$ cat src/hdl/cst_pkg.sv
// ----------------------------------------------------------------------------
// cst_pkg: shared types and constants of the separator-set tokenizer
// Stream payloads, register indexes, split modes and the command and status
// groups that join the controller to the datapath.
// ----------------------------------------------------------------------------
package cst_pkg;

  // Default depth of the inner-whitespace buffer
  localparam int SpaceBufDepth = 32;

  // Configuration port
  localparam int CfgIdxW  = 3;
  localparam int CfgDataW = 64;
  localparam int SepMapW  = 256;
  localparam int SepWordW = 64;

  typedef enum logic [CfgIdxW-1:0] {
    REG_SEP_0      = 3'd0,
    REG_SEP_1      = 3'd1,
    REG_SEP_2      = 3'd2,
    REG_SEP_3      = 3'd3,
    REG_SPLIT_MODE = 3'd4
  } cfg_reg_e;

  typedef enum logic [1:0] {
    MODE_PLAIN    = 2'd0,
    MODE_NO_EMPTY = 2'd1,
    MODE_TRIM     = 2'd2
  } split_mode_e;

  // Input request payload
  typedef struct packed {
    logic [7:0] data_byte;
    logic       has_byte;
    logic       end_of_text;
  } in_item_t;

  // Result request payload
  typedef struct packed {
    logic [7:0] out_byte;
    logic       has_char;
    logic       token_end;
    logic       text_end;
    logic       space_dropped;
  } out_item_t;

  // Controller to datapath
  typedef struct packed {
    logic take;        // latch the accepted request
    logic push_space;  // store the incoming whitespace byte
    logic mark_ovf;    // note a whitespace byte lost to a full buffer
    logic emit_byte;   // send the held token byte
    logic emit_flush;  // send the buffered whitespace byte at the read pointer
    logic close;       // close the current token
    logic close_last;  // the close also ends the text
  } ctrl_cmd_t;

  // Datapath to controller
  typedef struct packed {
    logic in_has_byte;
    logic in_eot;
    logic in_sep;
    logic in_space;
    logic trim;
    logic seen_nonspace;
    logic cnt_zero;
    logic cnt_full;
    logic ptr_last;
    logic eot_q;
    logic slot_free;
  } ctrl_status_t;

endpackage

$ cat src/hdl/cst_stream_if.sv
// ----------------------------------------------------------------------------
// cst_stream_if: valid/ready stream channel
// Carries one request payload of the given type from a source to a sink.
// ----------------------------------------------------------------------------
interface cst_stream_if #(
  parameter type payload_t = logic
);
  logic     valid;
  logic     ready;
  payload_t payload;

  modport source (output valid, output payload, input ready);
  modport sink   (input valid, input payload, output ready);
endinterface

$ cat src/hdl/charset_split_tokenizer.sv
// Each result is registered: the step that makes it loads the output register.
// A request is accepted only when idle; a byte then takes a byte step and a close its own step.
// Held whitespace released by a byte takes a read and a write step per byte (single buffer read port).
// Results wait in the output register; the controller stalls only when that register is full.
// Reset: asynchronous, clears the bitmap, mode (plain) and token state; the
// whitespace buffer is not cleared and needs no clearing pass.
// ----------------------------------------------------------------------------
// charset_split_tokenizer: separator-set text tokenizer
// Splits a byte stream into tokens at bitmap-selected separators, with plain,
// remove-empty and trim modes, and marks each token end.
// ----------------------------------------------------------------------------
module charset_split_tokenizer #(
  parameter int SPACE_BUF_DEPTH = cst_pkg::SpaceBufDepth
) (
  input  logic                         clk_i,
  input  logic                         rst_ni,
  input  logic                         cfg_we_i,
  input  logic [cst_pkg::CfgIdxW-1:0]  cfg_idx_i,
  input  logic [cst_pkg::CfgDataW-1:0] cfg_data_i,
  cst_stream_if.sink                   in_i,
  cst_stream_if.source                 out_o
);

  cst_pkg::ctrl_cmd_t    cmd;
  cst_pkg::ctrl_status_t status;
  cst_pkg::in_item_t     in_item;
  cst_pkg::out_item_t    out_item;
  logic                  in_ready;
  logic                  out_valid;

  assign in_item = in_i.payload;

  // Sequencer
  cst_ctrl u_ctrl (
    .clk_i      (clk_i),
    .rst_ni     (rst_ni),
    .in_valid_i (in_i.valid),
    .in_ready_o (in_ready),
    .status_i   (status),
    .cmd_o      (cmd)
  );

  // Registers, buffer and result path
  cst_datapath #(
    .SPACE_BUF_DEPTH (SPACE_BUF_DEPTH)
  ) u_datapath (
    .clk_i       (clk_i),
    .rst_ni      (rst_ni),
    .cfg_we_i    (cfg_we_i),
    .cfg_idx_i   (cfg_idx_i),
    .cfg_data_i  (cfg_data_i),
    .in_item_i   (in_item),
    .cmd_i       (cmd),
    .status_o    (status),
    .out_valid_o (out_valid),
    .out_ready_i (out_o.ready),
    .out_item_o  (out_item)
  );

  assign in_i.ready    = in_ready;
  assign out_o.valid   = out_valid;
  assign out_o.payload = out_item;

endmodule

$ cat src/hdl/cst_ctrl.sv
// ----------------------------------------------------------------------------
// cst_ctrl: tokenizer sequencer
// Accepts one request at a time and steps through whitespace flush, byte
// output and token closes, waiting on the result register as needed.
// ----------------------------------------------------------------------------
module cst_ctrl (
  input  logic                 clk_i,
  input  logic                 rst_ni,
  input  logic                 in_valid_i,
  output logic                 in_ready_o,
  input  cst_pkg::ctrl_status_t status_i,
  output cst_pkg::ctrl_cmd_t    cmd_o
);

  localparam logic [2:0] StIdle = 3'd0;
  localparam logic [2:0] StByte = 3'd1;
  localparam logic [2:0] StFRd  = 3'd2;
  localparam logic [2:0] StFWr  = 3'd3;
  localparam logic [2:0] StCSep = 3'd4;
  localparam logic [2:0] StCEot = 3'd5;

  logic [2:0] state_q, state_d;
  logic       accept;

  assign in_ready_o = (state_q == StIdle);
  assign accept     = in_valid_i && in_ready_o;

  // Next state and commands
  always_comb begin
    state_d = state_q;
    cmd_o   = '0;
    unique case (state_q)
      StIdle: begin
        if (accept) begin
          cmd_o.take = 1'b1;
          priority if (status_i.in_has_byte && status_i.in_sep) begin
            state_d = StCSep;
          end else if (status_i.in_has_byte && status_i.trim && !status_i.in_space) begin
            state_d = status_i.cnt_zero ? StByte : StFRd;
          end else if (status_i.in_has_byte && status_i.trim) begin
            // inner whitespace is held only after a non-space byte
            if (status_i.seen_nonspace) begin
              cmd_o.push_space = !status_i.cnt_full;
              cmd_o.mark_ovf   = status_i.cnt_full;
            end
            state_d = status_i.in_eot ? StCEot : StIdle;
          end else if (status_i.in_has_byte) begin
            state_d = StByte;
          end else begin
            state_d = status_i.in_eot ? StCEot : StIdle;
          end
        end
      end
      StByte: begin
        if (status_i.slot_free) begin
          cmd_o.emit_byte = 1'b1;
          state_d = status_i.eot_q ? StCEot : StIdle;
        end
      end
      StFRd: begin
        // buffer read issued here, data ready next cycle
        state_d = StFWr;
      end
      StFWr: begin
        if (status_i.slot_free) begin
          cmd_o.emit_flush = 1'b1;
          state_d = status_i.ptr_last ? StByte : StFRd;
        end
      end
      StCSep: begin
        if (status_i.slot_free) begin
          cmd_o.close = 1'b1;
          state_d = status_i.eot_q ? StCEot : StIdle;
        end
      end
      StCEot: begin
        if (status_i.slot_free) begin
          cmd_o.close      = 1'b1;
          cmd_o.close_last = 1'b1;
          state_d = StIdle;
        end
      end
      default: begin
        state_d = StIdle;
      end
    endcase
  end

  always_ff @(posedge clk_i or negedge rst_ni) begin
    if (!rst_ni) begin
      state_q <= StIdle;
    end else begin
      state_q <= state_d;
    end
  end

endmodule

$ cat src/hdl/cst_datapath.sv
// ----------------------------------------------------------------------------
// cst_datapath: tokenizer registers and result path
// Holds the separator bitmap, mode, token state, the whitespace buffer and
// the result register; classifies incoming bytes for the controller.
// ----------------------------------------------------------------------------
module cst_datapath #(
  parameter int SPACE_BUF_DEPTH = cst_pkg::SpaceBufDepth
) (
  input  logic                          clk_i,
  input  logic                          rst_ni,
  input  logic                          cfg_we_i,
  input  logic [cst_pkg::CfgIdxW-1:0]   cfg_idx_i,
  input  logic [cst_pkg::CfgDataW-1:0]  cfg_data_i,
  input  cst_pkg::in_item_t             in_item_i,
  input  cst_pkg::ctrl_cmd_t            cmd_i,
  output cst_pkg::ctrl_status_t         status_o,
  output logic                          out_valid_o,
  input  logic                          out_ready_i,
  output cst_pkg::out_item_t            out_item_o
);

  localparam int CntW = $clog2(SPACE_BUF_DEPTH + 1);
  localparam int IdxW = (SPACE_BUF_DEPTH > 1) ? $clog2(SPACE_BUF_DEPTH) : 1;

  logic [cst_pkg::SepMapW-1:0] sep_map_q;
  logic [1:0]                  mode_q;

  logic            token_has_char_q;
  logic            seen_nonspace_q;
  logic            overflow_seen_q;
  logic            run_ovf_q;
  logic [CntW-1:0] cnt_q;
  logic [IdxW-1:0] ptr_q;
  logic            eot_q;
  logic [7:0]      byte_q;

  logic [7:0]      space_mem [SPACE_BUF_DEPTH];
  logic [7:0]      rd_data_q;

  logic              out_valid_q;
  cst_pkg::out_item_t out_q;

  logic trim;
  logic drop;
  logic slot_free;
  logic in_space;
  logic out_load;

  assign trim      = (mode_q == cst_pkg::MODE_TRIM);
  assign drop      = (mode_q == cst_pkg::MODE_NO_EMPTY) && !token_has_char_q;
  assign slot_free = !out_valid_q || out_ready_i;
  assign out_load  = cmd_i.emit_byte || cmd_i.emit_flush ||
                     (cmd_i.close && (!drop || cmd_i.close_last));

  // C-locale whitespace: tab through carriage return, and space
  assign in_space = (in_item_i.data_byte == 8'd32) ||
                    ((in_item_i.data_byte >= 8'd9) && (in_item_i.data_byte <= 8'd13));

  // Status towards the controller
  always_comb begin
    status_o.in_has_byte   = in_item_i.has_byte;
    status_o.in_eot        = in_item_i.end_of_text;
    status_o.in_sep        = sep_map_q[in_item_i.data_byte];
    status_o.in_space      = in_space;
    status_o.trim          = trim;
    status_o.seen_nonspace = seen_nonspace_q;
    status_o.cnt_zero      = (cnt_q == '0);
    status_o.cnt_full      = (cnt_q == CntW'(SPACE_BUF_DEPTH));
    status_o.ptr_last      = ((CntW'(ptr_q) + CntW'(1)) == cnt_q);
    status_o.eot_q         = eot_q;
    status_o.slot_free     = slot_free;
  end

  // Configuration registers; unlisted indexes are ignored
  always_ff @(posedge clk_i or negedge rst_ni) begin
    if (!rst_ni) begin
      sep_map_q <= '0;
      mode_q    <= cst_pkg::MODE_PLAIN;
    end else if (cfg_we_i) begin
      unique case (cfg_idx_i)
        cst_pkg::REG_SEP_0:
          sep_map_q[0*cst_pkg::SepWordW +: cst_pkg::SepWordW] <= cfg_data_i;
        cst_pkg::REG_SEP_1:
          sep_map_q[1*cst_pkg::SepWordW +: cst_pkg::SepWordW] <= cfg_data_i;
        cst_pkg::REG_SEP_2:
          sep_map_q[2*cst_pkg::SepWordW +: cst_pkg::SepWordW] <= cfg_data_i;
        cst_pkg::REG_SEP_3:
          sep_map_q[3*cst_pkg::SepWordW +: cst_pkg::SepWordW] <= cfg_data_i;
        cst_pkg::REG_SPLIT_MODE: mode_q <= cfg_data_i[1:0];
        default: begin
        end
      endcase
    end
  end

  // Token state, buffer fill count and read pointer
  always_ff @(posedge clk_i or negedge rst_ni) begin
    if (!rst_ni) begin
      token_has_char_q <= 1'b0;
      seen_nonspace_q  <= 1'b0;
      overflow_seen_q  <= 1'b0;
      run_ovf_q        <= 1'b0;
      cnt_q            <= '0;
      ptr_q            <= '0;
      eot_q            <= 1'b0;
    end else begin
      if (cmd_i.take) begin
        eot_q <= in_item_i.end_of_text;
        ptr_q <= '0;
      end
      if (cmd_i.push_space) begin
        cnt_q <= cnt_q + CntW'(1);
      end
      if (cmd_i.mark_ovf) begin
        run_ovf_q <= 1'b1;
      end
      if (cmd_i.emit_flush) begin
        ptr_q <= ptr_q + IdxW'(1);
      end
      if (cmd_i.emit_byte) begin
        token_has_char_q <= 1'b1;
        if (trim) begin
          seen_nonspace_q <= 1'b1;
          overflow_seen_q <= overflow_seen_q || run_ovf_q;
          run_ovf_q       <= 1'b0;
          cnt_q           <= '0;
        end
      end
      if (cmd_i.close) begin
        token_has_char_q <= 1'b0;
        seen_nonspace_q  <= 1'b0;
        overflow_seen_q  <= 1'b0;
        run_ovf_q        <= 1'b0;
        cnt_q            <= '0;
      end
    end
  end

  // Hold the token byte
  always_ff @(posedge clk_i) begin
    if (cmd_i.take) begin
      byte_q <= in_item_i.data_byte;
    end
  end

  // Whitespace buffer: one write port, registered read at the pointer
  always_ff @(posedge clk_i) begin
    if (cmd_i.push_space) begin
      space_mem[cnt_q[IdxW-1:0]] <= in_item_i.data_byte;
    end
    rd_data_q <= space_mem[ptr_q];
  end

  // Result register
  always_ff @(posedge clk_i or negedge rst_ni) begin
    if (!rst_ni) begin
      out_valid_q <= 1'b0;
    end else if (out_load) begin
      out_valid_q <= 1'b1;
    end else if (out_ready_i) begin
      out_valid_q <= 1'b0;
    end
  end

  always_ff @(posedge clk_i) begin
    if (out_load) begin
      priority if (cmd_i.emit_byte) begin
        out_q <= '{out_byte: byte_q, has_char: 1'b1, token_end: 1'b0,
                   text_end: 1'b0, space_dropped: 1'b0};
      end else if (cmd_i.emit_flush) begin
        out_q <= '{out_byte: rd_data_q, has_char: 1'b1, token_end: 1'b0,
                   text_end: 1'b0, space_dropped: 1'b0};
      end else begin
        out_q <= '{out_byte: 8'd0, has_char: 1'b0, token_end: !drop,
                   text_end: cmd_i.close_last,
                   space_dropped: !drop && overflow_seen_q};
      end
    end
  end

  assign out_valid_o = out_valid_q;
  assign out_item_o  = out_q;

`ifndef SYNTH
  a_cnt_bound: assert property (@(posedge clk_i) disable iff (!rst_ni)
    cnt_q <= CntW'(SPACE_BUF_DEPTH))
    else $error("whitespace count beyond buffer depth");

  a_push_room: assert property (@(posedge clk_i) disable iff (!rst_ni)
    cmd_i.push_space |-> (cnt_q < CntW'(SPACE_BUF_DEPTH)))
    else $error("whitespace pushed into a full buffer");

  a_flush_range: assert property (@(posedge clk_i) disable iff (!rst_ni)
    cmd_i.emit_flush |-> (CntW'(ptr_q) < cnt_q))
    else $error("flush read beyond stored whitespace");

  a_close_clears: assert property (@(posedge clk_i) disable iff (!rst_ni)
    cmd_i.close |=> (cnt_q == '0) && !token_has_char_q && !overflow_seen_q)
    else $error("token state not cleared after close");

  a_load_free: assert property (@(posedge clk_i) disable iff (!rst_ni)
    out_load |-> slot_free)
    else $error("result register overwritten while held");
`endif

endmodule

$ cat src/flat_wrapper.sv
// flat-port wrapper written by rule: the top's interface ports become plain ports
module charset_split_tokenizer_flat 
#(
  parameter int SPACE_BUF_DEPTH = cst_pkg::SpaceBufDepth
)
  (clk_i, rst_ni, cfg_we_i, cfg_idx_i, cfg_data_i, in_i_valid, in_i_payload, in_i_ready, out_o_valid, out_o_payload, out_o_ready);
  cst_stream_if #(.payload_t(cst_pkg::in_item_t)) in_i_i ();
  cst_stream_if #(.payload_t(cst_pkg::out_item_t)) out_o_i ();
  input  logic clk_i;
  input  logic rst_ni;
  input  logic cfg_we_i;
  input  logic [cst_pkg::CfgIdxW-1:0] cfg_idx_i;
  input  logic [cst_pkg::CfgDataW-1:0] cfg_data_i;
  input wire logic [$bits(in_i_i.valid)-1:0] in_i_valid;
  input wire logic [$bits(in_i_i.payload)-1:0] in_i_payload;
  output wire logic [$bits(in_i_i.ready)-1:0] in_i_ready;
  output wire logic [$bits(out_o_i.valid)-1:0] out_o_valid;
  output wire logic [$bits(out_o_i.payload)-1:0] out_o_payload;
  input wire logic [$bits(out_o_i.ready)-1:0] out_o_ready;
  assign in_i_i.valid = in_i_valid;
  assign in_i_i.payload = in_i_payload;
  assign in_i_ready = in_i_i.ready;
  assign out_o_valid = out_o_i.valid;
  assign out_o_payload = out_o_i.payload;
  assign out_o_i.ready = out_o_ready;
  charset_split_tokenizer #(.SPACE_BUF_DEPTH(SPACE_BUF_DEPTH)) u_core (.clk_i(clk_i), .rst_ni(rst_ni), .cfg_we_i(cfg_we_i), .cfg_idx_i(cfg_idx_i), .cfg_data_i(cfg_data_i), .in_i(in_i_i), .out_o(out_o_i));
endmodule
$ cat config.mk
export PLATFORM = sky130hd
export DESIGN_NAME = charset_split_tokenizer_flat
export DESIGN_NICKNAME = d
export VERILOG_FILES = /design/src/hdl/cst_pkg.sv /design/src/hdl/cst_stream_if.sv /design/src/hdl/charset_split_tokenizer.sv /design/src/hdl/cst_ctrl.sv /design/src/hdl/cst_datapath.sv /design/src/flat_wrapper.sv
export SDC_FILE = /design/constraint.sdc
export NUM_CORES = 1
export LEC_CHECK = 0
export CAP_MARGIN = 20
export CORE_MARGIN = 2
export CORE_UTILIZATION = 65
export CTS_BUF_LIST = sky130_fd_sc_hd__clkbuf_4 sky130_fd_sc_hd__clkbuf_8
export DETAILED_ROUTE_END_ITERATION = 10
export DONT_BUFFER_PORTS = 1
export PLACE_DENSITY = 0.81
export SYNTH_ARGS = -nofsm -noshare
export SYNTH_HDL_FRONTEND = slang
export SYNTH_HIERARCHICAL = 1
export SYNTH_SLANG_ARGS = --single-unit
export TNS_END_PERCENT = 10
$ cat constraint.sdc
create_clock -name clk_i -period 8.58 [get_ports clk_i]
set_input_delay 0.858 -clock clk_i [delete_from_list [all_inputs] [get_ports clk_i]]
set_output_delay 0.858 -clock clk_i [all_outputs]
set_load 0.005 [all_outputs]
**Word level (Yosys, flattened, before mapping)**

Memory sizes are Yosys's and may differ from the RTL's. A register that Yosys moved wholly into a read port is not among the register bits.
Index checks and enable logic that the tools add are counted.
W data, S select, Z words.

- Register bits: 298
- Bits in writable memories: 256
- Input port bits: 82
- Logic and storage cells: 131
- Memories kept: 1

Memory list:

| name | depth | width | read ports | clocked after memory_dff | wr ports | RTL line | RTL |
|---|---|---|---|---|---|---|---|
| u_core.u_datapath.space_mem | 32 | 8 | 1 | 1 | 1 | cst_datapath.sv:37 | `logic [7:0] space_mem [SPACE_BUF_DEPTH];` |

- $add $sub $neg: 3
- $lt $le $gt $ge: 3
- Equality and inequality tests: 18
- Multiplexer cells: 51
- Reductions and logical operators: 35

Operator list:

| operator | count |
|---|---|
| $mux W3 | 12 |
| $mux W12 | 2 |
| $mux W6 | 4 |
| $mux W1 | 21 |
| $pmux W3 S5 | 1 |
| $mux W2 | 7 |
| $eq A3 B2 Y1 const B | 4 |
| $reduce_and A2 Y1 | 6 |
| $mux W5 | 2 |
| $eq A3 B3 Y1 const B | 3 |
| $lt A8 B9 Y1 const B | 1 |
| $bmux W1 S8 | 1 |
| $eq A8 B6 Y1 const B | 1 |
| $ge A8 B4 Y1 const B | 1 |
| $le A8 B4 Y1 const B | 1 |
| $logic_and A1 B1 Y1 | 8 |
| $reduce_bool A2 Y1 | 4 |
| $add A5 B1 Y6 const B | 1 |
| $add A6 B1 Y6 const B | 1 |
| $eq A3 B1 Y1 const B | 2 |
| $eq A6 B6 Y1 | 1 |
| $eq A6 B6 Y1 const B | 1 |
| $logic_not A3 Y1 | 2 |
| $logic_not A6 Y1 | 1 |
| 10 further kinds | 22 |

**Longest topological paths before layout**

Gate-level depths: netlist of run 1.

- Depth after elaboration: 13
- Mapped depth: 18
- Mapped depth without buffers: 14

**Cells and area by module**

The synthesis of run 1 kept the hierarchy.

Modules (own cells, without submodules):

| module | times used | cells each | area each (um^2) | sequential area each (um^2) |
|---|---|---|---|---|
| cst_datapath | 1 | 1324 | 23493.8 | 15329.7 |
| cst_ctrl | 1 | 48 | 349.1 | 75.1 |

**Worst setup path before layout of run 1**

No wires, ideal clock.

- Path type: input -> register
- Start point: input in_i_payload[2]
- End point: memory u_core.u_datapath.space_mem[30][0] (enable)
- Library setup time: 0.370 ns
- Data arrival time: 3.894 ns
- Data required time: 8.210 ns
- Path slack: 4.315 ns
- Stages on the path: 12
- Buffers on the path: 2
- Cells stage by stage: buf_6 > mux4_1 > mux4_2 > o221a_1 > a2111oi_2 > a311oi_1 > nor3_2 > nand4_1 > nor2_1 > clkbuf_1 > nand3_1 > nor2_1

RTL lines:

| what | RTL line | RTL |
|---|---|---|
| start: declaration | flat_wrapper.sv:15 | `input wire logic [$bits(in_i_i.payload)-1:0] in_i_payload;` |
| end: declaration | cst_datapath.sv:37 |  |

==> run_results.csv, run 1 <==
group,metric,value,unit
run_status,status,"finished clean",
worst_setup_path,r2r_start,"u_core/u_datapath/sep_map_q[68]$_DFFE_PN0P_",
die,pin_count,96,
route,firstDrtPassIters,5,
clocking,cts_htree_levels,3,
clocking,path_clk_slew,0.06,ns
die,die_h,195.5,microns
sta,final.min_clock_period,4.802,ns
placed_design,port_buffers,0,
synthesis,ys.flop_type,"dfrtp_1",
route,vias,12800,
synthesis,synth_enable_flop_cells,276,
synthesis,ys_seq_area_frac,0.6461,
die,die_w,195.5,microns
flow_run,drv_cap,0,
clocking,max-clock-path-buffers,3,
route,routed_wl,51480,microns
route,wire_per_inst,26.89,microns
sta,fin_ws,3.778,ns
finish,final_cell_count_no_fill,1914,
clocking,numCtsBuffers,87,
synthesis,post_synth.cell_area_avg,17.38,sq um
die,core,0.03635,sq mm
power_and_ir_drop,peakVddDrop,0.1428,mV
worst_setup_path,crit_top_cell,"nor2_1",
worst_setup_path,crit_chain,"mux4_1 -> mux2i_1 -> o21ai_1 -> o311a_1 -> a2111oi_0 -> a311oi_1 -> nor3_2 -> nand4_1 -> nor2_1 -> nand2_1 -> or2_2 -> nor2_1",
sta,finalSetupViolCount,0,
clocking,post_cts_buffers,0,
worst_setup_path,critPathLaunchType,"flip-flop",
sta,clock_skew,0.03995,ns
sta,fmax,208.3,MHz
placed_design,gp_congestion,0.8449,
power_and_ir_drop,p_leak,0.009544,uW
die,start_util,0.6560,
hold_path,hold_path_class,"in -> async",
grt,grt_max_degree,279,
synthesis,synth_top_cell_by_area,"edfxtp_1",
sta,relSlewSlack,0.2846,
route,drt-initial-drc-count,1226,
grt,grt_antenna_before_repair,2,
route,drc,0,
sta,worst_slew_pin_slew,1.073,ns
power_and_ir_drop,powerDensity,242.9,mW/mm^2
synthesis,async_reset_ff_frac,0.4947,
grt,overflow,0,
clocking,cts_tree,"yes",
worst_setup_path,crit_arrival,5.05,ns
worst_setup_path,crit_required,8.83,ns
sta,drv_slew,0,
synthesis,ys_ff_latch,562,
placed_design,hpwl,31750,microns
clocking,clock_sinks,562,
placed_design,dp.cells,1756,
sta,rsz0062_at_grt,"no",
worst_setup_path,critical_path.slowest_cell,"nor2_1",
synthesis,synthTopCellsByArea,"edfxtp_1, dfrtp_1, mux2_2",
route,ant_nets,0,
finish,antenna_cells,0,
synthesis,synth_cell_types,63,
placed_design,place_ws,3.321,ns
grt,grt_use_total,0.2786,
synthesis,synth_cells,1372,
finish,areaGrowthSynthToFinish,8.580,%
sta,hold_viol,0,
synthesis,synthesis.area,0.02384,sq mm
worst_setup_path,slowest_delay,0.64,ns
grt,grt_first_pass_wirelength,79270,microns
worst_setup_path,worst-setup-path-type,"reg -> reg",
sta,period_share,0.5597,
synthesis,yosys.area.top_type_share,0.3476,
synthesis,synth_nets,1459,
worst_setup_path,crit_start,"u_core/u_datapath/sep_map_q[68]$_DFFE_PN0P_",
die,rows,70,
worst_setup_path,cp_max_fo,11,
clocking,root_buffer,"clkbuf_8",
clocking,insertion_delay,0.66,ns
worst_setup_path,endpoint_kind,"flip-flop",
synthesis,synth_warnings,6,
route,vias_per_cell,6.685,
sta,tns,0,ns
die,dieArea,0.03823,sq mm
finish,nNetsFinal,1466,
grt,grt_pass1_vias,12960,
finish,finish.utilization,0.7123,
finish,drive_gt1_frac,0.3866,
==> registers in the layout (all words and copies together) (netlist names) <==
name,count
u_core/u_datapath/cnt_q,6
u_core/u_datapath/eot_q,1
u_core/u_datapath/mode_q,2
u_core/u_datapath/space_mem,256
u_core/u_datapath/rd_data_q,8
u_core/u_datapath/overflow_seen_q,1
u_core/u_datapath/run_ovf_q,1
u_core/u_ctrl/state_q,3
u_core/u_datapath/seen_nonspace_q,1
u_core/u_datapath/sep_map_q,256
u_core/u_datapath/out_valid_o,1
u_core/u_datapath/byte_q,8
u_core/u_datapath/out_item_o,12
u_core/u_datapath/token_has_char_q,1
u_core/u_datapath/ptr_q,5
==> per-stage QoR <==
step	hold WS, ns	power, uW	area [sq um]
after detailed placement	0.4877	3996	24020
final	0.1215	6290	25890
after global placement	0.4736	3954	24020
after CTS	0.2802	6319	25860
after global routing	0.1496	6532	25890
after floorplan	0.4544	3859	23840
==> power breakdown <==
group          switching [uW]  internal [uW]
logic                     272            374
clock network            1030           1280
registers                 179           3160
==> area by class of cell <==
cell class / instances / area [sq um]
sequential: 562 / 15410
clock buffer: 122 / 1523
timing repair buffer: 8 / 100.1
multi-input combinational: 708 / 7938
clock inverter: 34 / 287.8
tap: 468 / 585.6
inverter: 12 / 45.04
fill: 2110 / 10460
==> path summary, 6_finish.rpt <==
path	to	slack, ns	cells past startpoint
hold reg to reg	u_core/u_datapath/sep_map_q[202]$_DFFE_PN0P_	0.50	1
hold / removal	u_core/u_datapath/ptr_q[4]$_DFFE_PN0P_	0.12	1
setup reg to reg	u_core/u_datapath/space_mem[11][7]$_DFFE_PP_	3.78	12
setup / recovery	u_core/u_datapath/space_mem[11][7]$_DFFE_PP_	3.78	12
min in group clk_i	u_core/u_datapath/space_mem[2][6]$_DFFE_PP_	0.31	0
max in group asynchronous	u_core/u_datapath/sep_map_q[86]$_DFFE_PN0P_	7.17	2
==> kinds of logic after synthesis <==
logic type,after synthesis,share of synthesized area
fa+ha+maj,5,0.002624
compound gates,94,0.02839
xor+xnor,11,0.004041
mux,443,0.2653
flops,562,0.6461
buf+inv,102,0.02209
simple gates,155,0.03149
==> worst max-delay path, delay by kind of cell, from the launching register on <==
kind,cells,cell delay [ns]
mux,2,0.71
simple gates,6,2.28
flops,1,0.40
compound gates,4,1.02
==> synthesized netlist by cell type, types with 7 or more instances <==
cell	instances
buf_4	14
a22o_1	7
a21oi_1	15
nand3_1	15
mux4_2	119
nand2_1	29
dfrtp_1	278
dfxtp_1	8
o21ai_0	13
nor2b_1	7
o221ai_1	8
nand2b_1	10
mux2i_1	51
buf_6	10
clkbuf_1	47
o22ai_1	7
nor2_1	62
inv_1	10
edfxtp_1	276
mux2_2	269
buf_2	13
==> cells in the final DEF (no fill, tap or decap), types with 5 or more instances in the layout <==
cell type  count
ha_1           5
nand3b_1       6
dfrtp_1      276
edfxtp_1     276
a31oi_1        5
a22oi_1        5
a21oi_1       15
dfxtp_1        8
mux2_2       269
inv_1         10
o22ai_1        7
and2_1         5
clkbuf_4      25
clkinv_1       9
nand2b_1      10
nand2_1       29
buf_4          6
nand3_1       14
o221ai_1       8
nor2b_1        7
mux2i_1       51
a22o_1         7
o21ai_0       13
xnor2_1        5
xor2_1         6
mux4_2       119
nor2_1        61
clkbuf_8      97
clkinv_2      15
==> metal layers <==
metal  up-vias  track usage  wire [microns]
met1      6782       0.4199           22330
met5         -            0              23
met3        75      0.08877            5138
met4         4      0.07775             882
met2       577       0.3983           23100
li1       5357            -               -
==> what timing repair did <==
action | 4_1_cts | 5_1_grt
resized for setup | 0 | 0
endpoints found under the hold margin | 278 | 0
hold buffers | 1 | 0
Note: power is estimated with default switching activity, not from simulation.
==> inputs of run 2 (changes only) <==
--- a/config.mk
+++ b/config.mk
@@ -7,11 +7,11 @@
 export LEC_CHECK = 0
 export CAP_MARGIN = 20
 export CORE_MARGIN = 2
-export CORE_UTILIZATION = 65
+export CORE_UTILIZATION = 60
 export CTS_BUF_LIST = sky130_fd_sc_hd__clkbuf_4 sky130_fd_sc_hd__clkbuf_8
 export DETAILED_ROUTE_END_ITERATION = 10
 export DONT_BUFFER_PORTS = 1
-export PLACE_DENSITY = 0.81
+export PLACE_DENSITY = 0.79
 export SYNTH_ARGS = -nofsm -noshare
 export SYNTH_HDL_FRONTEND = slang
 export SYNTH_HIERARCHICAL = 1
==> constraint.sdc (replaced) <==
create_clock -name clk_i -period 4.35 [get_ports clk_i]
set_input_delay 0.435 -clock clk_i [delete_from_list [all_inputs] [get_ports clk_i]]
set_output_delay 0.435 -clock clk_i [all_outputs]
set_load 0.005 [all_outputs]
==> run_results.csv, run 2 (synthesis results as in run 1) <==
group,metric,value,unit
die,core,0.03946,sq mm
finish,areaGrowthSynthToFinish,14.06,%
placed_design,port_buffers,0,
run_status,failed_checks,"hold timing",
die,dieArea,0.04135,sq mm
worst_setup_path,critPathLaunchType,"flip-flop",
grt,overflow,0,
clocking,cts_htree_levels,3,
placed_design,place_ws,0.1289,ns
sta,period_share,0.9840,
clocking,post_cts_buffers,0,
clocking,insertion_delay,0.66,ns
grt,grt_antenna_before_repair,4,
worst_setup_path,slowest_delay,0.88,ns
sta,drv_slew,0,
power_and_ir_drop,p_leak,0.01017,uW
finish,drive_gt1_frac,0.3917,
grt,grt_first_pass_wirelength,84130,microns
worst_setup_path,critical_path.slowest_cell,"a2111oi_0",
hold_path,hold_path_class,"in -> async",
sta,clock_skew,0.03269,ns
power_and_ir_drop,peakVddDrop,0.2706,mV
clocking,clock_sinks,562,
sta,fin_ws,0.06969,ns
die,die_w,203.3,microns
worst_setup_path,r2r_start,"u_core/u_datapath/sep_map_q[128]$_DFFE_PN0P_",
route,vias_per_cell,6.409,
worst_setup_path,cp_top_family,"compound AO/OA/AOI/OAI gates",
route,routed_wl,55200,microns
clocking,path_clk_slew,0.06,ns
placed_design,hpwl,32960,microns
power_and_ir_drop,powerDensity,472.4,mW/mm^2
route,drt-initial-drc-count,1606,
worst_setup_path,crit_chain,"mux4_2 -> a2111oi_0 -> a221oi_1 -> o21ai_1 -> a311oi_1 -> nor3_2 -> nand4_1 -> nor2_1 -> buf_4 -> nand3_1 -> nor2_1 -> buf_4",
sta,fmax,233.6,MHz
route,ant_nets,0,
die,rows,73,
worst_setup_path,worst-setup-path-type,"reg -> reg",
finish,fill_cells,2499,
worst_setup_path,cp_max_fo,10,
sta,relSlewSlack,0.2564,
sta,hold_ws,-0.5132,ns
worst_setup_path,crit_start,"u_core/u_datapath/sep_map_q[128]$_DFFE_PN0P_",
route,firstDrtPassIters,5,
clocking,cts_tree,"yes",
grt,grt_pass1_vias,13650,
sta,worst_slew_pin_slew,1.113,ns
sta,finalSetupViolCount,0,
power_and_ir_drop,p_total,12850,uW
worst_setup_path,crit_arrival,4.64,ns
grt,grt_max_degree,279,
route,wire_per_inst,26.42,microns
placed_design,gp_congestion,0.8500,
die,die_h,203.3,microns
die,start_util,0.6043,
die,pin_count,96,
clocking,root_buffer,"clkbuf_8",
worst_setup_path,endpoint_kind,"flip-flop",
sta,tns,0,ns
sta,hold_viol,278,
sta,rsz0062_at_grt,"no",
grt,grt_use_total,0.2733,
worst_setup_path,worst-path-buf-inv,2,
finish,nNetsFinal,1575,
sta,final.min_clock_period,4.280,ns
clocking,cts-hold-fix-buffers,73,
clocking,max-clock-path-buffers,3,
flow_run,drv_cap,0,
run_status,status,"finished, violations left",
route,drc,0,
finish,most-common-layout-cells,"dfrtp_1, edfxtp_1, mux2_2",
route,vias,13390,
worst_setup_path,crit_required,4.71,ns
clocking,cts_resized,0,
clocking,numCtsBuffers,89,
run 2: worst paths after layout:
path	to	slack, ns	cells after the start
max in group asynchronous	u_core/u_datapath/sep_map_q[150]$_DFFE_PN0P_	4.50	0
worst max-delay path	u_core/u_datapath/space_mem[30][2]$_DFFE_PP_	0.07	12
worst min register to register	u_core/u_datapath/sep_map_q[37]$_DFFE_PN0P_	0.50	1
min in group clk_i	u_core/u_datapath/mode_q[1]$_DFFE_PN0P_	0.08	2
worst max register to register	u_core/u_datapath/space_mem[30][2]$_DFFE_PP_	0.07	12
worst min-delay path	u_core/u_datapath/sep_map_q[203]$_DFFE_PN0P_	-0.51	0
run 2: layer usage:
metal  global-route usage  vias to the layer above  share of wire
li1                     -                     5563              -
met1               0.4031                     7005           0.42
met5                    0                        -        0.00024
met3              0.08325                      100           0.10
met2               0.3982                      719           0.46
met4              0.08107                        2          0.023
run 2: metrics by stage:
step	util	area, sq um	cells
floorplan	-	23840	1372
global placement	0.6181	24390	1849
detailed placement	0.6181	24390	1849
CTS	0.6890	27180	2085
global route	0.6891	27190	2088
finish	0.6892	27190	2089
run 2: power breakdown:
group	total (uW)	internal (uW)	switching, uW
combinational	1390	789	599
sequential	6570	6240	334
clock	4890	2830	2060
total	12800	9850	3000
run 2: area by class of cell:
cell class                 instances  area [sq um]  share of cell area
clock buffer                     138          1718             0.06317
multi-input combinational        708          7938              0.2919
tap                              525         656.9             0.02415
timing repair buffer             115          1151             0.04233
antenna                            4         10.01           0.0003681
clock inverter                    25         266.5            0.009800
inverter                          12         45.04            0.001656
sequential                       562         15410              0.5666
